==> src/design/srsw_pkg.sv <==
// ----------------------------------------------------------------------------
// srsw_pkg
// Types and constants shared by the selective-repeat sender window core.
// ----------------------------------------------------------------------------
package srsw_pkg;

   // Window geometry and sequence space
   localparam int WINDOW      = 10;
   localparam int SEQ_SPACE   = 25601;
   localparam int MAX_PAYLOAD = 512;

   localparam int SLOT_W  = $clog2(WINDOW);
   localparam int CNT_W   = $clog2(WINDOW + 1);
   localparam int SEQ_W   = 15;
   localparam int LEN_W   = 10;
   localparam int TIMER_W = 20;

   localparam logic [SEQ_W:0]   SEQ_SPACE_WIDE = (SEQ_W + 1)'(SEQ_SPACE);
   localparam logic [LEN_W-1:0] MAX_LEN        = LEN_W'(MAX_PAYLOAD);
   localparam logic [TIMER_W-1:0] RETX_RESET   = TIMER_W'(500);

   // Operation codes of an input item
   localparam logic [1:0] OP_SEND = 2'd0;
   localparam logic [1:0] OP_ACK  = 2'd1;
   localparam logic [1:0] OP_TICK = 2'd2;

   // Configuration register indexes
   localparam logic CSR_INIT_SEQ = 1'b0;
   localparam logic CSR_RETX     = 1'b1;

   // Event codes of a result item
   typedef enum logic [2:0] {
      EV_SENT    = 3'd0,
      EV_REFUSED = 3'd1,
      EV_MATCHED = 3'd2,
      EV_IGNORED = 3'd3,
      EV_RETX    = 3'd4
   } event_type;

   typedef enum logic [2:0] {
      ST_IDLE,
      ST_SEND,
      ST_ACK_SCAN,
      ST_BASE_ADV,
      ST_TICK_SCAN,
      ST_EMIT_LAST
   } state_type;

   typedef struct packed {
      logic [1:0]       operation;
      logic [LEN_W-1:0] segment_length;
      logic [SEQ_W-1:0] ack_number;
   } req_type;

   typedef struct packed {
      logic [2:0]       event_kind;
      logic [3:0]       slot_index;
      logic [SEQ_W-1:0] sequence_number;
      logic [LEN_W-1:0] length_out;
      logic [3:0]       window_base;
      logic [3:0]       in_flight;
      logic             last_result;
   } rsp_type;

   // Controller to datapath
   typedef struct packed {
      logic      capture;
      logic      send_commit;
      logic      scan_adv;
      logic      mark_acked;
      logic      base_adv;
      logic      timer_reload;
      logic      timer_dec;
      logic      pend_load;
      event_type pend_kind;
      logic      emit;
      logic      emit_last;
   } cmd_type;

   // Datapath to controller
   typedef struct packed {
      logic window_full;
      logic scan_done;
      logic slot_acked;
      logic ack_match;
      logic timer_expired;
      logic base_acked;
      logic pend_valid;
      logic out_free;
   } status_type;

endpackage

==> src/design/srsw_ctrl.sv <==
// ----------------------------------------------------------------------------
// srsw_ctrl
// Sequencer for send, ack scan, base advance and tick scan of the window.
// ----------------------------------------------------------------------------
module srsw_ctrl (
   input  logic                 clock,
   input  logic                 reset,
   input  logic                 req_valid,
   input  logic [1:0]           req_operation,
   output logic                 req_ready,
   input  srsw_pkg::status_type stat,
   output srsw_pkg::cmd_type    cmd
);

   srsw_pkg::state_type state_ff, state_in;

   // Hold state register
   always_ff @(posedge clock) begin
      if (reset) begin
         state_ff <= srsw_pkg::ST_IDLE;
      end else begin
         state_ff <= state_in;
      end
   end

   // Decode next state and commands
   always_comb begin
      state_in  = state_ff;
      cmd       = '0;
      req_ready = 1'b0;
      case (state_ff)
         srsw_pkg::ST_IDLE: begin
            req_ready = 1'b1;
            if (req_valid) begin
               cmd.capture = 1'b1;
               case (req_operation)
                  srsw_pkg::OP_SEND: state_in = srsw_pkg::ST_SEND;
                  srsw_pkg::OP_ACK:  state_in = srsw_pkg::ST_ACK_SCAN;
                  srsw_pkg::OP_TICK: state_in = srsw_pkg::ST_TICK_SCAN;
                  default:           state_in = srsw_pkg::ST_IDLE;
               endcase
            end
         end
         srsw_pkg::ST_SEND: begin
            cmd.pend_load = 1'b1;
            if (stat.window_full) begin
               cmd.pend_kind = srsw_pkg::EV_REFUSED;
            end else begin
               cmd.pend_kind   = srsw_pkg::EV_SENT;
               cmd.send_commit = 1'b1;
            end
            state_in = srsw_pkg::ST_EMIT_LAST;
         end
         srsw_pkg::ST_ACK_SCAN: begin
            if (stat.scan_done) begin
               cmd.pend_load = 1'b1;
               cmd.pend_kind = srsw_pkg::EV_IGNORED;
               state_in      = srsw_pkg::ST_EMIT_LAST;
            end else if (!stat.slot_acked && stat.ack_match) begin
               cmd.mark_acked = 1'b1;
               cmd.pend_load  = 1'b1;
               cmd.pend_kind  = srsw_pkg::EV_MATCHED;
               state_in       = srsw_pkg::ST_BASE_ADV;
            end else begin
               cmd.scan_adv = 1'b1;
            end
         end
         srsw_pkg::ST_BASE_ADV: begin
            // Drop acknowledged slots off the front, one per cycle
            if (stat.base_acked) begin
               cmd.base_adv = 1'b1;
            end else begin
               state_in = srsw_pkg::ST_EMIT_LAST;
            end
         end
         srsw_pkg::ST_TICK_SCAN: begin
            if (stat.scan_done) begin
               state_in = stat.pend_valid ? srsw_pkg::ST_EMIT_LAST : srsw_pkg::ST_IDLE;
            end else if (stat.slot_acked) begin
               cmd.scan_adv = 1'b1;
            end else if (stat.timer_expired) begin
               // Stall while an earlier expiry cannot move to the output
               if (!stat.pend_valid || stat.out_free) begin
                  cmd.timer_reload = 1'b1;
                  cmd.emit         = stat.pend_valid;
                  cmd.pend_load    = 1'b1;
                  cmd.pend_kind    = srsw_pkg::EV_RETX;
                  cmd.scan_adv     = 1'b1;
               end
            end else begin
               cmd.timer_dec = 1'b1;
               cmd.scan_adv  = 1'b1;
            end
         end
         srsw_pkg::ST_EMIT_LAST: begin
            if (stat.out_free) begin
               cmd.emit      = 1'b1;
               cmd.emit_last = 1'b1;
               state_in      = srsw_pkg::ST_IDLE;
            end
         end
         default: begin
            state_in = srsw_pkg::ST_IDLE;
         end
      endcase
   end

endmodule

==> src/design/srsw_dpath.sv <==
// ----------------------------------------------------------------------------
// srsw_dpath
// Slot registers, window pointers, sequence arithmetic and result registers.
// ----------------------------------------------------------------------------
module srsw_dpath (
   input  logic                       clock,
   input  logic                       reset,
   input  srsw_pkg::req_type          req_data,
   input  logic                       csr_write_enable,
   input  logic                       csr_index,
   input  logic [srsw_pkg::TIMER_W-1:0] csr_wdata,
   input  srsw_pkg::cmd_type          cmd,
   output srsw_pkg::status_type       stat,
   input  logic                       rsp_ready,
   output logic                       rsp_valid,
   output srsw_pkg::rsp_type          rsp_data
);

   localparam int SLOT_W  = srsw_pkg::SLOT_W;
   localparam int CNT_W   = srsw_pkg::CNT_W;
   localparam int SEQ_W   = srsw_pkg::SEQ_W;
   localparam int LEN_W   = srsw_pkg::LEN_W;
   localparam int TIMER_W = srsw_pkg::TIMER_W;
   localparam int WINDOW  = srsw_pkg::WINDOW;

   localparam logic [SLOT_W-1:0] LAST_SLOT = SLOT_W'(WINDOW - 1);
   localparam logic [CNT_W-1:0]  FULL_CNT  = CNT_W'(WINDOW);

   // Slot storage
   logic [SEQ_W-1:0]   slot_seq_ff   [WINDOW];
   logic [LEN_W-1:0]   slot_len_ff   [WINDOW];
   logic [TIMER_W-1:0] slot_timer_ff [WINDOW];
   logic [WINDOW-1:0]  slot_acked_ff, slot_acked_in;

   // Window pointers and counters
   logic [SLOT_W-1:0]  base_ff, base_in, tail_ff, tail_in, sp_ff, sp_in;
   logic [CNT_W-1:0]   count_ff, count_in, sc_ff, sc_in;
   logic [SEQ_W-1:0]   next_seq_ff, next_seq_in;
   logic [TIMER_W-1:0] retx_ff, retx_in;

   // Captured item
   logic [LEN_W-1:0]   len_ff, len_in;
   logic [SEQ_W-1:0]   ack_ff, ack_in;

   // Pending result and output register
   logic [2:0]         pend_kind_ff, pend_kind_in;
   logic [SLOT_W-1:0]  pend_slot_ff, pend_slot_in;
   logic [SEQ_W-1:0]   pend_seq_ff, pend_seq_in;
   logic [LEN_W-1:0]   pend_len_ff, pend_len_in;
   logic               pend_valid_ff, pend_valid_in;
   logic               rsp_valid_ff, rsp_valid_in;
   srsw_pkg::rsp_type  rsp_ff, rsp_in;

   logic [SLOT_W-1:0]  sp_next, base_next, tail_next;
   logic [SEQ_W:0]     ack_sum, ack_wrap, seq_sum, seq_wrap, init_wide, init_wrap;
   logic               init_write, retx_write, out_free;

   // Ring increments
   assign sp_next   = (sp_ff == LAST_SLOT)   ? '0 : sp_ff + 1'b1;
   assign base_next = (base_ff == LAST_SLOT) ? '0 : base_ff + 1'b1;
   assign tail_next = (tail_ff == LAST_SLOT) ? '0 : tail_ff + 1'b1;

   // End of the scanned segment, modulo the sequence space
   assign ack_sum  = {1'b0, slot_seq_ff[sp_ff]} + (SEQ_W + 1)'(slot_len_ff[sp_ff]);
   assign ack_wrap = (ack_sum >= srsw_pkg::SEQ_SPACE_WIDE) ?
                     ack_sum - srsw_pkg::SEQ_SPACE_WIDE : ack_sum;

   // Advance of the next sequence number
   assign seq_sum  = {1'b0, next_seq_ff} + (SEQ_W + 1)'(len_ff);
   assign seq_wrap = (seq_sum >= srsw_pkg::SEQ_SPACE_WIDE) ?
                     seq_sum - srsw_pkg::SEQ_SPACE_WIDE : seq_sum;

   // Reduce a written initial sequence into the space
   assign init_wide = {1'b0, csr_wdata[SEQ_W-1:0]};
   assign init_wrap = (init_wide >= srsw_pkg::SEQ_SPACE_WIDE) ?
                      init_wide - srsw_pkg::SEQ_SPACE_WIDE : init_wide;

   assign init_write = csr_write_enable && (csr_index == srsw_pkg::CSR_INIT_SEQ);
   assign retx_write = csr_write_enable && (csr_index == srsw_pkg::CSR_RETX);
   assign out_free   = !rsp_valid_ff || rsp_ready;

   // Report status
   always_comb begin
      stat.window_full   = (count_ff == FULL_CNT);
      stat.scan_done     = (sc_ff == count_ff);
      stat.slot_acked    = slot_acked_ff[sp_ff];
      stat.ack_match     = (ack_wrap[SEQ_W-1:0] == ack_ff);
      stat.timer_expired = (slot_timer_ff[sp_ff] <= TIMER_W'(1));
      stat.base_acked    = (count_ff != '0) && slot_acked_ff[base_ff];
      stat.pend_valid    = pend_valid_ff;
      stat.out_free      = out_free;
   end

   // Next values of pointers, flags and result registers
   always_comb begin
      base_in       = base_ff;
      tail_in       = tail_ff;
      sp_in         = sp_ff;
      count_in      = count_ff;
      sc_in         = sc_ff;
      next_seq_in   = next_seq_ff;
      retx_in       = retx_ff;
      slot_acked_in = slot_acked_ff;
      len_in        = len_ff;
      ack_in        = ack_ff;
      pend_kind_in  = pend_kind_ff;
      pend_slot_in  = pend_slot_ff;
      pend_seq_in   = pend_seq_ff;
      pend_len_in   = pend_len_ff;
      pend_valid_in = pend_valid_ff;
      rsp_in        = rsp_ff;
      rsp_valid_in  = rsp_valid_ff;

      // Empty the window on a new initial sequence
      if (init_write) begin
         base_in       = '0;
         tail_in       = '0;
         count_in      = '0;
         slot_acked_in = '0;
         next_seq_in   = init_wrap[SEQ_W-1:0];
      end
      if (retx_write) begin
         retx_in = csr_wdata;
      end

      // Capture the item, saturating the length
      if (cmd.capture) begin
         len_in = (req_data.segment_length > srsw_pkg::MAX_LEN) ?
                  srsw_pkg::MAX_LEN : req_data.segment_length;
         ack_in = req_data.ack_number;
         sp_in  = base_ff;
         sc_in  = '0;
      end
      if (cmd.scan_adv) begin
         sp_in = sp_next;
         sc_in = sc_ff + 1'b1;
      end

      // Append a segment at the tail
      if (cmd.send_commit) begin
         slot_acked_in[tail_ff] = 1'b0;
         next_seq_in            = seq_wrap[SEQ_W-1:0];
         tail_in                = tail_next;
         count_in               = count_ff + 1'b1;
      end
      if (cmd.mark_acked) begin
         slot_acked_in[sp_ff] = 1'b1;
      end
      if (cmd.base_adv) begin
         base_in  = base_next;
         count_in = count_ff - 1'b1;
      end

      // Move the pending result out before loading a new one
      if (cmd.emit) begin
         rsp_in.event_kind      = pend_kind_ff;
         rsp_in.slot_index      = 4'(pend_slot_ff);
         rsp_in.sequence_number = pend_seq_ff;
         rsp_in.length_out      = pend_len_ff;
         rsp_in.window_base     = 4'(base_ff);
         rsp_in.in_flight       = 4'(count_ff);
         rsp_in.last_result     = cmd.emit_last;
         rsp_valid_in           = 1'b1;
         pend_valid_in          = 1'b0;
      end else if (rsp_ready) begin
         rsp_valid_in = 1'b0;
      end

      if (cmd.pend_load) begin
         pend_valid_in = 1'b1;
         pend_kind_in  = cmd.pend_kind;
         case (cmd.pend_kind)
            srsw_pkg::EV_SENT, srsw_pkg::EV_REFUSED: begin
               pend_slot_in = tail_ff;
               pend_seq_in  = next_seq_ff;
               pend_len_in  = len_ff;
            end
            srsw_pkg::EV_MATCHED, srsw_pkg::EV_RETX: begin
               pend_slot_in = sp_ff;
               pend_seq_in  = slot_seq_ff[sp_ff];
               pend_len_in  = slot_len_ff[sp_ff];
            end
            default: begin
               pend_slot_in = '0;
               pend_seq_in  = '0;
               pend_len_in  = '0;
            end
         endcase
      end
   end

   // Hold control registers
   always_ff @(posedge clock) begin
      if (reset) begin
         base_ff       <= '0;
         tail_ff       <= '0;
         count_ff      <= '0;
         next_seq_ff   <= '0;
         retx_ff       <= srsw_pkg::RETX_RESET;
         slot_acked_ff <= '0;
         pend_valid_ff <= 1'b0;
         rsp_valid_ff  <= 1'b0;
      end else begin
         base_ff       <= base_in;
         tail_ff       <= tail_in;
         count_ff      <= count_in;
         next_seq_ff   <= next_seq_in;
         retx_ff       <= retx_in;
         slot_acked_ff <= slot_acked_in;
         pend_valid_ff <= pend_valid_in;
         rsp_valid_ff  <= rsp_valid_in;
      end
   end

   // Hold payload registers
   always_ff @(posedge clock) begin
      sp_ff        <= sp_in;
      sc_ff        <= sc_in;
      len_ff       <= len_in;
      ack_ff       <= ack_in;
      pend_kind_ff <= pend_kind_in;
      pend_slot_ff <= pend_slot_in;
      pend_seq_ff  <= pend_seq_in;
      pend_len_ff  <= pend_len_in;
      rsp_ff       <= rsp_in;
   end

   // Write slot entries
   always_ff @(posedge clock) begin
      if (cmd.send_commit) begin
         slot_seq_ff[tail_ff]   <= next_seq_ff;
         slot_len_ff[tail_ff]   <= len_ff;
         slot_timer_ff[tail_ff] <= retx_ff;
      end
      if (cmd.timer_reload) begin
         slot_timer_ff[sp_ff] <= retx_ff;
      end else if (cmd.timer_dec) begin
         slot_timer_ff[sp_ff] <= slot_timer_ff[sp_ff] - 1'b1;
      end
   end

   assign rsp_valid = rsp_valid_ff;
   assign rsp_data  = rsp_ff;

endmodule

==> src/design/selective_repeat_sender_window_core.sv <==
// Sender side of a selective-repeat window over ten slots. A send item goes
// from acceptance through the send state and the emit state to its result in
// the output register. An ack item scans slots from the base, up to the number
// in flight, until the matching slot, then drops acknowledged slots off the
// front before its result is emitted.
// A tick item scans the occupied slots; a tick with no expiry gives no result.
// The scan reads one slot register per cycle while it is not paused.
// Retransmissions of one tick leave in slot order, the last one flagged; the
// scan pauses while the output register is still taken. Configuration is to
// be written by the user only while the core is idle; the core itself does
// not enforce this. A write of the initial sequence empties the window.
// ----------------------------------------------------------------------------
// selective_repeat_sender_window_core
// Top level: joins the window sequencer to the slot datapath.
// ----------------------------------------------------------------------------
module selective_repeat_sender_window_core (
   input  logic                         clock,
   input  logic                         reset,
   input  logic                         req_valid,
   output logic                         req_ready,
   input  srsw_pkg::req_type            req_data,
   output logic                         rsp_valid,
   input  logic                         rsp_ready,
   output srsw_pkg::rsp_type            rsp_data,
   input  logic                         csr_write_enable,
   input  logic                         csr_index,
   input  logic [srsw_pkg::TIMER_W-1:0] csr_wdata
);

   srsw_pkg::cmd_type    cmd;
   srsw_pkg::status_type stat;

   srsw_ctrl u_ctrl (
      .clock         (clock),
      .reset         (reset),
      .req_valid     (req_valid),
      .req_operation (req_data.operation),
      .req_ready     (req_ready),
      .stat          (stat),
      .cmd           (cmd)
   );

   srsw_dpath u_dpath (
      .clock            (clock),
      .reset            (reset),
      .req_data         (req_data),
      .csr_write_enable (csr_write_enable),
      .csr_index        (csr_index),
      .csr_wdata        (csr_wdata),
      .cmd              (cmd),
      .stat             (stat),
      .rsp_ready        (rsp_ready),
      .rsp_valid        (rsp_valid),
      .rsp_data         (rsp_data)
   );

endmodule

==> config.mk <==
export PLATFORM = sky130hd
export DESIGN_NAME = selective_repeat_sender_window_core
export DESIGN_NICKNAME = d
export VERILOG_FILES = /design/src/design/srsw_pkg.sv /design/src/design/srsw_ctrl.sv /design/src/design/srsw_dpath.sv /design/src/design/selective_repeat_sender_window_core.sv
export SDC_FILE = /design/constraint.sdc
export NUM_CORES = 1
export LEC_CHECK = 0
export BUFFER_PORTS_ARGS = -buffer_cell sky130_fd_sc_hd__buf_2
export CAP_MARGIN = 5
export CORE_AREA = 2 2 233 235
export CTS_BUF_LIST = sky130_fd_sc_hd__clkbuf_4
export CTS_CLUSTER_DIAMETER = 100
export DETAILED_ROUTE_END_ITERATION = 6
export DIE_AREA = 0 0 235 237
export GPL_TIMING_DRIVEN = 1
export HOLD_SLACK_MARGIN = 0.15
export PLACE_DENSITY = 0.68
export SYNTH_ARGS = -nofsm -noshare
export SYNTH_HDL_FRONTEND = slang
export SYNTH_SLANG_ARGS = --single-unit
==> constraint.sdc <==
create_clock -name clock -period 15.4 [get_ports clock]
set_input_delay 0 -clock clock [delete_from_list [all_inputs] [get_ports clock]]
set_output_delay 0 -clock clock [all_outputs]
set_load 0.03 [all_outputs]
## Word-level counts from Yosys, hierarchy flattened

Memories as Yosys holds them, arrays and structs flattened. A register that Yosys moved wholly into a read port is not among the register bits.
Index checks and enable logic that the tools add are counted.

- Reduce and logical (&&, ||, !) cells: 25
- Magnitude comparators: 10
- Muxes and demuxes: 87
- Bitwise operators: 5
- Equality and inequality tests: 21
- Add/subtract/negate cells: 12

Operators with widths:

| cell | number |
|---|---|
| 15-bit two-way mux | 5 |
| 4-bit two-way mux | 18 |
| 15-bit subtractor, second input constant | 3 |
| 20-bit two-way mux | 2 |
| 1-bit two-way mux | 33 |
| 15-bit by 10-bit adder with 16-bit output | 2 |
| 16-bit by 15-bit greater-or-equal comparator with 1-bit output, second input constant | 2 |
| 10-bit two-way mux | 3 |
| 15-bit one-hot mux with 2 select lines | 1 |
| 3-bit two-way mux | 7 |
| 4-bit by 1-bit adder with 4-bit output, second input constant | 5 |
| 20-bit by 1-bit <= comparator with 1-bit output, second input constant | 1 |
| 10-bit one-hot mux with 2 select lines | 1 |
| 20-bit OR reduction | 1 |
| 20-bit by 1-bit subtractor with 20-bit output, second input constant | 1 |
| 3-bit one-hot mux with 6 select lines | 1 |
| 4-bit == test, second input constant | 4 |
| 15-bit == test | 1 |
| 15-bit greater-or-equal comparator, second input constant | 1 |
| 4-bit by 5-bit less-than comparator with 1-bit output, second input constant | 3 |
| 7-bit two-way mux | 2 |
| 4-bit one-hot mux with 3 select lines | 1 |
| 10-bit AND | 1 |
| 10-bit greater-than comparator, second input constant | 1 |
| 32 further kinds | 60 |

- Memory bits (writable): 450
- Memories kept: 3
- Bits in registers: 168

Memories:

| name | words | bits a word | read ports | clocked after Yosys merged registers in | write ports | line | source |
|---|---|---|---|---|---|---|---|
| u_dpath.slot_timer_ff | 10 | 20 | 1 | 1 | 1 | srsw_dpath.sv:32 | `logic [TIMER_W-1:0] slot_timer_ff [WINDOW];` |
| u_dpath.slot_seq_ff | 10 | 15 | 1 | 1 | 1 | srsw_dpath.sv:30 | `logic [SEQ_W-1:0] slot_seq_ff [WINDOW];` |
| u_dpath.slot_len_ff | 10 | 10 | 1 | 1 | 1 | srsw_dpath.sv:31 | `logic [LEN_W-1:0] slot_len_ff [WINDOW];` |

## Longest topological paths before layout

Gate-level depths: netlist of the first run.

- Depth after elaboration: 14
- Gate-level depth with buffers: 32
- Depth with buffers taken out: 19

## Hierarchy

Synthesis of the first run repeated with hierarchy kept, for this count alone.

- Cells, all modules: 2,471
- Area total of the unflattened synthesis: 29,906.2 µm²

By module, submodules not included:

| module | area an instance (µm²) | cells an instance | times used | seq. area each (µm²) |
|---|---|---|---|---|
| srsw_dpath | 29,480.8 | 2,409 | 1 | 17,957.2 |
| srsw_ctrl | 425.4 | 62 | 1 | 60.1 |

## Least setup slack after synthesis of the first run

Ideal clock, no wire load.

- Kind: register to register
- From: reg with a tool-made name
- To: reg u_dpath.pend_kind_ff[0], enable pin
- Data arrival time: 8,142 ps
- Setup time: 431 ps
- Path buffers: 11
- Cell stages (with the launch flop): 27
- Clock period less this slack: 8,572 ps
- Path slack: 6,828 ps
- Path through: dfxtp_1 -> buf_6 -> buf_12 -> buf_6 -> buf_6 -> buf_6 -> buf_6 -> buf_6 -> buf_6 -> buf_4 -> buf_4 -> buf_1 -> mux4_2 -> a211oi_1 -> a21oi_1 -> ha_1 -> a21o_1 -> a21o_1 -> or3_1 -> a2111oi_4 -> nand2_1 -> or4_1 -> a31o_2 -> a211o_1 -> a211oi_2 -> a21oi_1 -> o211ai_1

RTL lines:

| element | line | source |
|---|---|---|
| end signal, assigned | srsw_dpath.sv:221 | `pend_kind_ff <= pend_kind_in;` |
| end, declared | srsw_dpath.sv:46 | `logic [2:0] pend_kind_ff, pend_kind_in;` |

==> results of run 1 <==
[Yosys cell counts, types with 8 or more instances]
master | count | area, sq um
edfxtp_1 | 556 | 16700
a21oi_1 | 139 | 696
nand2_1 | 125 | 469
nor2_1 | 106 | 398
mux4_2 | 90 | 2030
dfxtp_1 | 66 | 1320
nor2b_1 | 61 | 382
mux2i_1 | 60 | 601
xnor2_1 | 57 | 499
clkbuf_1 | 55 | 206
a211oi_1 | 51 | 383
inv_1 | 42 | 158
o21ai_0 | 40 | 200
ha_1 | 35 | 438
nor3_1 | 33 | 165
nand3_1 | 32 | 160
xor2_1 | 31 | 272
a22o_1 | 30 | 263
nand2b_1 | 16 | 100
buf_2 | 14 | 70.1
nor4_1 | 14 | 87.6
o22ai_1 | 14 | 87.6
buf_1 | 13 | 48.8
and2_1 | 12 | 75.1
nand3b_1 | 12 | 90.1
o31ai_1 | 12 | 90.1
nand4_1 | 10 | 62.6
or3_1 | 10 | 62.6
a31oi_1 | 8 | 50.1
o21a_1 | 8 | 60.1
[timing repair]
action / CTS / global route
endpoints found under the hold margin: 137 / 0
hold buffers: 156 / 0
gates resized for setup: 0 / 0
buffers inserted: 0 / 0
[logic make-up after synthesis]
kind of cell,Yosys count,synth area share (%)
multiplexers,158,9.91
adder cells (fa/ha/maj),37,1.74
XOR/XNOR,89,2.89
AND/OR/NAND/NOR,476,8.75
flip-flops,622,65.7
buffers and inverters,135,2.20
AO/OA/AOI/OAI,367,8.78
[per-layer routing]
metal  vias to the layer above  GRT usage, %  share of wire, %
met5                         -             0                 0
li1                       8123             -                 -
met2                       746          39.3                48
met1                      8867          32.5                42
met3                       135          6.18               7.6
met4                         0          9.67               2.9
[flip-flops by register name (all words and copies together), names as in the netlist, 10 cells and up, named ones only]
register,flops
u_dpath.slot_acked_ff,10
u_dpath.pend_len_ff,10
u_dpath.ack_ff,15
u_dpath.slot_timer_ff,200
u_dpath.pend_seq_ff,15
u_dpath.retx_ff,20
u_dpath.slot_seq_ff,150
u_dpath.slot_len_ff,100
u_dpath.rsp_data,41
u_dpath.next_seq_ff,15
u_dpath.len_ff,10
[report_power, final]
part | switching, mW | internal (mW) | total [mW]
Clock | 0.676 | 0.727 | 1.40
Sequential | 0.256 | 2.14 | 2.40
Combinational | 1.53 | 0.992 | 2.52
[worst paths after layout]
check / start / endpoint / cells past startpoint
min reg2reg: u_dpath.pend_slot_ff[2] / u_dpath.rsp_data[36] / 0
max reg2reg: flip-flop / u_ctrl.state_ff[2] / 20
min: req_data[4] / u_dpath.ack_ff[4] / 3
max: flip-flop / u_ctrl.state_ff[2] / 20
[cell usage in the layout (no fill, tap or decap), drive strengths merged, types with 14 or more instances in the layout]
master and instances:
clkbuf 217, dlygate4sd3 156, dfxtp 66, nand2b 16
mux2i 60, edfxtp 556, mux4 90, inv 47
xor2 31, xnor2 57, buf 129, o21ai 44
a21oi 140, a22o 30, nor2b 61, nor3 34
nand3 32, o22ai 14, nor2 106, a211oi 53
nor4 15, ha 35, nand2 125, clkinv 49
[through the flow]
| stage | total power, mW | util, % | std cells | worst slack [ns] |
|---|---|---|---|---|
| after floorplan | 4.24 | - | 1884 | 6.83 |
| after global placement | 4.84 | 53.9 | 2616 | 8.04 |
| after detailed placement | 4.89 | 53.9 | 2616 | 7.80 |
| after CTS | 6.34 | 60.6 | 3050 | 7.41 |
| after global routing | 6.70 | 60.6 | 3051 | 6.87 |
| final | 6.32 | 60.6 | 3051 | 7.36 |
[worst min-delay path: cells and delay by family]
family,cells,cell delay (ns)
buf+inv,3,1.14
[area by class of cell]
| type | count | area [sq um] |
|---|---|---|
| Fill cell | 3993 | 21000 |
| Sequential cell | 622 | 18000 |
| Multi-Input combinational cell | 1127 | 8910 |
| Timing Repair Buffer | 285 | 2290 |
| Clock buffer | 217 | 1630 |
| Tap cell | 696 | 871 |
| Clock inverter | 61 | 393 |
| Inverter | 42 | 158 |
| Antenna cell | 1 | 2.50 |
==> impl_metrics.py, run 1 <==
metrics = {
    "place": {
        "gpl.final_weighted_congestion": 0.878,
        "place_area_sq_um": 28700,
        "port_buffers": 95,
        "detailedPlacementHpwl_um": 39500,
    },
    "synth": {
        "asyncSetResetFlopFracSynth_pct": 0,
        "synth_area_sq_um": 27400,
        "post_synth_edffs": 556,
        "postSynthAreaPerCell_sq_um": 14.6,
        "synth_nets": 1974,
        "yosysUniqueCellTypes": 78,
        "synth_cells": 1884,
        "synth_sequential_area_ratio_pct": 65.7,
        "synth-seq-cells": 622,
        "yosys_most_used_dff": "edfxtp_1",
        "ys.warnings.count": 0,
    },
    "timing": {
        "final.setup.tns_ns": 0,
        "min_period_ns": 8.04,
        "report.final.slew_viol_count": 0,
        "worst-slew-pin-transition_ns": 1.12,
        "report.final.hold_viol_count": 0,
        "finalHoldWorstSlack_ns": 0.298,
        "relSlewSlack_pct": 25.5,
        "setup_violations": 0,
        "grt_setup_unrepaired": "false",
        "fin_crit_sh_pct": 52.2,
        "achievable-frequency_mhz": 124,
        "final.setup_skew_ns": 0.0687,
    },
    "setup_path": {
        "timing.critical_path.arrival_ns": 8.88,
        "critical-path-slowest-cell": "buf_4",
        "critPathLaunchType": "flip-flop",
        "critical-path-max-stage-delay_ns": 0.79,
        "cpMostUsedCell": "a21oi_1",
        "cp.buffers_inverters": 3,
        "endpoint_type_of_the_worst_setup_path": "flip-flop",
        "crit_required_ns": 16.24,
        "kind_of_critical_path": "flip-flop to flip-flop",
        "path_cells": "buf_4, mux4_2, nor2b_1, a211oi_1, a21oi_1, ha_1, a2111oi_0, a211o_1, nand2_1, xnor2_1, a21oi_1, a211oi_2, or2_1, a221oi_1, or3_1, a21oi_2, nand3b_1, dlygate4sd3_1, a21oi_1, dlygate4sd3_1",
        "critical-path-top-delay-family": "compound AO/OA/AOI/OAI gates",
        "setup.reg_to_reg.worst_slack_ns": 7.36,
        "worst-path-max-fanout": 46,
    },
    "floorplanning": {
        "floorplan.die.height_um": 237,
        "coreArea_sq_um": 53300,
        "top_level_ports": 96,
        "design.die.area_sq_um": 55700,
        "die_w_um": 235,
        "placement_rows": 85,
        "initial_core_util_pct": 51.5,
    },
    "layout": {
        "final_design_area_no_fill_sq_um": 32300,
        "area_delta_synth_final_pct": 17.7,
        "drive_gt1_share_pct": 21.4,
        "post_layout_nets": 2325,
    },
    "clock_tree": {
        "clkSlewWorstSetupHoldPaths_ns": 0.07,
        "clk-insertion-delay-late_ns": 0.97,
        "cts.sinks": 622,
        "root_buffer": "clkbuf_4",
        "ctsHtreeMaxLevel": 4,
        "cts_tree": "built",
        "maximum_number_of_buffers_from_clock_root_to_sink": 3,
        "cts_inserted_buffers": 157,
    },
    "min_path": {
        "worst_hold_path_type": "input pin to flip-flop",
    },
    "job": {
        "maxCapViolCount": 0,
    },
    "routing": {
        "drc": 0,
        "wl_per_cell_um": 22.2,
        "detail-route-antenna-nets": 0,
        "first_pass_iters": 5,
        "detail_route.wirelength_um": 67800,
        "via_count_of_the_routed_design": 17900,
        "detail_route.vias_per_cell": 5.86,
        "drt_iter0_markers": 1373,
    },
    "global_routing": {
        "grt_max_degree": 63,
        "grt_pass1_wl_um": 104000,
        "antenna_found_initial": 2,
        "grt_remaining_overflow": 0,
        "via_count_of_the_first_global_routing_pass": 18200,
        "grt_usage_pct": 24.6,
    },
    "run_status": {
        "run_status": "finished, final reports clean",
    },
    "power": {
        "static_leak_nw": 11.2,
        "max-vdd-ir-drop_uv": 142,
        "power_density_nw_per_um2": 196,
    },
}
Power figures use the tool's default switching activity.
==> run 2, diff against run 1 <==
--- a/config.mk
+++ b/config.mk
@@ -5,16 +5,17 @@
 export SDC_FILE = /design/constraint.sdc
 export NUM_CORES = 1
 export LEC_CHECK = 0
+export ABC_AREA = 1
 export BUFFER_PORTS_ARGS = -buffer_cell sky130_fd_sc_hd__buf_2
 export CAP_MARGIN = 5
-export CORE_AREA = 2 2 233 235
+export CORE_AREA = 2 2 235 237
 export CTS_BUF_LIST = sky130_fd_sc_hd__clkbuf_4
 export CTS_CLUSTER_DIAMETER = 100
 export DETAILED_ROUTE_END_ITERATION = 6
-export DIE_AREA = 0 0 235 237
+export DIE_AREA = 0 0 237 239
 export GPL_TIMING_DRIVEN = 1
 export HOLD_SLACK_MARGIN = 0.15
-export PLACE_DENSITY = 0.68
+export PLACE_DENSITY = 0.71
 export SYNTH_ARGS = -nofsm -noshare
 export SYNTH_HDL_FRONTEND = slang
 export SYNTH_SLANG_ARGS = --single-unit
==> constraint.sdc (replaced) <==
create_clock -name clock -period 7.26 [get_ports clock]
set_input_delay 0 -clock clock [delete_from_list [all_inputs] [get_ports clock]]
set_output_delay 0 -clock clock [all_outputs]
set_load 0.03 [all_outputs]
==> run 2 against run 1 <==
  * Synthesized area rose by 2.1%
  * Sequential power rose by 110%
  * First-iteration DRC count rose by 49%
  * Register-to-register slack got worse by 6.7 ns
  * Final cell count rose by 23%
  * Hold slack got worse by 0.031 ns
  * Critical endpoint is now u_ctrl.state_ff[1]
  * Largest cell class unchanged
==> impl_metrics.py, run 2 <==
metrics = {
    "routing": {
        "drt_iter0_markers": 2051,
        "detail_route.vias_per_cell": 5.88,
        "first_pass_iters": 6,
        "detail-route-antenna-nets": 0,
        "detail_route.wirelength_um": 78200,
        "drc": 0,
        "wl_per_cell_um": 20.8,
        "via_count_of_the_routed_design": 22100,
    },
    "setup_path": {
        "cpMostUsedCell": "nand2_1",
        "critPathLaunchType": "flip-flop",
        "timing.critical_path.arrival_ns": 7.47,
        "critical-path-slowest-cell": "dfxtp_4",
        "endpoint_type_of_the_worst_setup_path": "flip-flop",
        "kind_of_critical_path": "flip-flop to flip-flop",
        "worst-path-max-fanout": 107,
        "crit_required_ns": 8.14,
        "critical-path-max-stage-delay_ns": 0.78,
    },
    "clock_tree": {
        "cts_inserted_buffers": 154,
        "cts_tree": "built",
        "clkSlewWorstSetupHoldPaths_ns": 0.07,
        "cts_repair_resize_count": 0,
        "maximum_number_of_buffers_from_clock_root_to_sink": 3,
        "cts.sinks": 622,
        "ctsHtreeMaxLevel": 4,
        "root_buffer": "clkbuf_4",
        "clk-insertion-delay-late_ns": 1.00,
    },
    "timing": {
        "final.setup_skew_ns": 0.0565,
        "fin_crit_sh_pct": 90.8,
        "relSlewSlack_pct": 17.2,
        "grt_setup_unrepaired": "false",
        "setup_violations": 0,
        "min_period_ns": 6.59,
        "report.final.slew_viol_count": 0,
        "final.setup.tns_ns": 0,
        "achievable-frequency_mhz": 152,
        "worst-slew-pin-transition_ns": 1.23,
        "report.final.hold_viol_count": 0,
        "setup_slack_ns": 0.666,
    },
    "job": {
        "maxCapViolCount": 0,
    },
    "power": {
        "static_leak_nw": 12.3,
        "max-vdd-ir-drop_uv": 349,
        "netSwitchingFraction_pct": 43.7,
        "combPwrFrac_pct": 43.5,
        "seq_power_share_pct": 35.8,
        "p_int_mw": 7.83,
        "power_switching_mw": 6.07,
        "power_density_nw_per_um2": 428,
        "clockPowerShare_pct": 20.8,
    },
    "synth": {
        "yosys_most_used_dff": "edfxtp_1",
        "synth_area_sq_um": 28000,
        "yosysUniqueCellTypes": 49,
        "yosysMostFrequentCell": "edfxtp_1",
        "synth_nets": 2733,
        "asyncSetResetFlopFracSynth_pct": 0,
        "post_synth_most_frequent_cells": "556 x edfxtp_1, 392 x nor2_1, 366 x nand2_1, 309 x o21ai_0, 201 x inv_1",
        "post_synth_edffs": 556,
        "synth_cells": 2643,
        "yosys-top-cells-area": "edfxtp_1 60%, o21ai_0 5.5%, nor2_1 5.3%",
        "synth_top_area_share_pct": 59.7,
        "synth_largest_area_cell": "edfxtp_1",
        "ys.warnings.count": 0,
        "synth_sequential_area_ratio_pct": 64.4,
        "postSynthAreaPerCell_sq_um": 10.6,
        "synth-seq-cells": 622,
    },
    "floorplanning": {
        "die_w_um": 237,
        "coreArea_sq_um": 54300,
        "initial_core_util_pct": 51.5,
        "floorplan.die.height_um": 239,
        "placement_rows": 86,
        "design.die.area_sq_um": 56600,
        "top_level_ports": 96,
    },
    "global_routing": {
        "globalRoute.busiestLayer": "met2",
        "grt_use_met3_pct": 6.39,
        "grt_usage_pct": 27.8,
        "grt_max_degree": 113,
        "antenna_found_initial": 3,
        "globalRouteMet2Util_pct": 45.4,
        "met1_usage_pct": 35.8,
        "grt_remaining_overflow": 0,
        "via_count_of_the_first_global_routing_pass": 21600,
        "grt_pass1_wl_um": 120000,
    },
    "layout": {
        "registers.top_by_ff_count": "u_dpath.slot_timer_ff",
        "post_layout_nets": 3031,
        "filler_cell_count": 4323,
        "area_delta_synth_final_pct": 16.0,
        "area.sequential_sq_um": 18000,
        "drive_gt1_share_pct": 14.0,
        "stdcell_count": 3760,
        "finish.utilization_pct": 59.8,
        "biggestRegsByFlops": "u_dpath.slot_timer_ff x200, u_dpath.slot_seq_ff x150, u_dpath.slot_len_ff x100",
        "mostFrequentLayoutCell": "edfxtp_1",
        "largest_register_ffs": 200,
        "multiInputGateArea_sq_um": 8690,
        "leading_cell_types_in_the_layout_fill_and_taps_excluded": "556 x edfxtp_1, 377 x nor2_1, 366 x nand2_1",
    },
    "place": {
        "dp.cells": 3355,
        "port_buffers": 95,
        "detailedPlacementHpwl_um": 46800,
        "gpl.final_weighted_congestion": 0.937,
        "minimum_setup_slack_after_placement_ns": 0.891,
    },
    "run_status": {
        "run_status": "finished, final reports clean",
    },
    "min_path": {
        "worst_hold_path_type": "input pin to flip-flop",
    },
}
run 2: cell types whose count changed after synthesis, moves of 52 or more:
| cell | before | now |
|---|---|---|
| nor2_1 | 106 | 392 |
| nand2_1 | 125 | 366 |
| mux2i_1 | 60 | 8 |
| a21oi_1 | 139 | 68 |
| nand3_1 | 32 | 169 |
| o21ai_0 | 40 | 309 |
| mux4_2 | 90 | 0 |
| nor2b_1 | 61 | 0 |
| o221ai_1 | 0 | 62 |
| inv_1 | 42 | 201 |
run 2: critical path, delay by kind of cell (launching register included):
kind	cells	cell delay, ns
AO/OA/AOI/OAI	5	1.05
adder cells (fa/ha/maj)	2	0.80
buffers and inverters	4	1.15
flip-flops	1	0.78
AND/OR/NAND/NOR	21	2.64
run 2: logic make-up (layout without fill, tap and decap cells):
kind of cell / count (synthesis) / in the layout / share of synthesized area (%)
DFF: 622 / 622 / 64.4
adders and majority gates: 37 / 37 / 1.71
other: 0 / 4 / 0
AOI/OAI and AO/OA: 540 / 540 / 11.2
buffers and inverters: 338 / 747 / 4.79
and+or+nand+nor: 1041 / 1041 / 15.8
muxes: 8 / 8 / 0.286
xor gates and xnor gates: 57 / 57 / 1.81
run 2: layout make-up:
| type | count | share of cell area, % |
|---|---|---|
| flip-flops and latches | 622 | 55.5 |
| multi-input cells | 1683 | 26.8 |
| repair buffers | 274 | 6.67 |
| clock buffers | 222 | 5.13 |
| well taps | 704 | 2.71 |
| inverters | 206 | 2.40 |
| clock inverters | 45 | 0.794 |
| diodes | 4 | 0.0308 |
run 2: routing by layer:
metal | routed length (um) | vias up
met3 | 7000 | 220
met5 | 0 | -
li1 | - | 10100
met1 | 31400 | 10700
met4 | 2600 | 0
met2 | 37200 | 1144
run 2: power groups by stage:
stage	Combinational, mW	Sequential, mW	Clock, mW
final	6.04	4.97	2.89
after global routing	6.69	5.00	3.12
after detailed placement	5.81	5.02	0
after global placement	5.74	5.02	0
after floorplan	4.25	4.84	0
after CTS	5.94	4.95	2.92
run 2: final timing paths:
check	slack, ns	end	start	depth (start not counted)
min reg2reg	0.43	u_dpath.rsp_data[12]	u_dpath.pend_len_ff[3]	0
max	0.67	u_ctrl.state_ff[1]	flip-flop	32
max reg2reg	0.67	u_ctrl.state_ff[1]	flip-flop	32
min	0.27	u_dpath.ack_ff[12]	req_data[12]	3
run 2: through the flow:
stage                     total power [mW]  instance area, sq um  hold slack [ns]
after CTS                             13.8                 32500            0.158
after global routing                  14.8                 32500            0.239
after detailed placement              10.8                 29200            0.178
after global placement                10.8                 29200            0.177
after floorplan                       9.09                 28000           0.0989
final                                 13.9                 32500            0.266
run 2: what timing repair did:
action / CTS / global route
endpoints found under the hold margin: 173 / 0
buffers inserted: 0 / 0
hold buffers: 134 / 0
endpoints found under the setup margin: 0 / 0
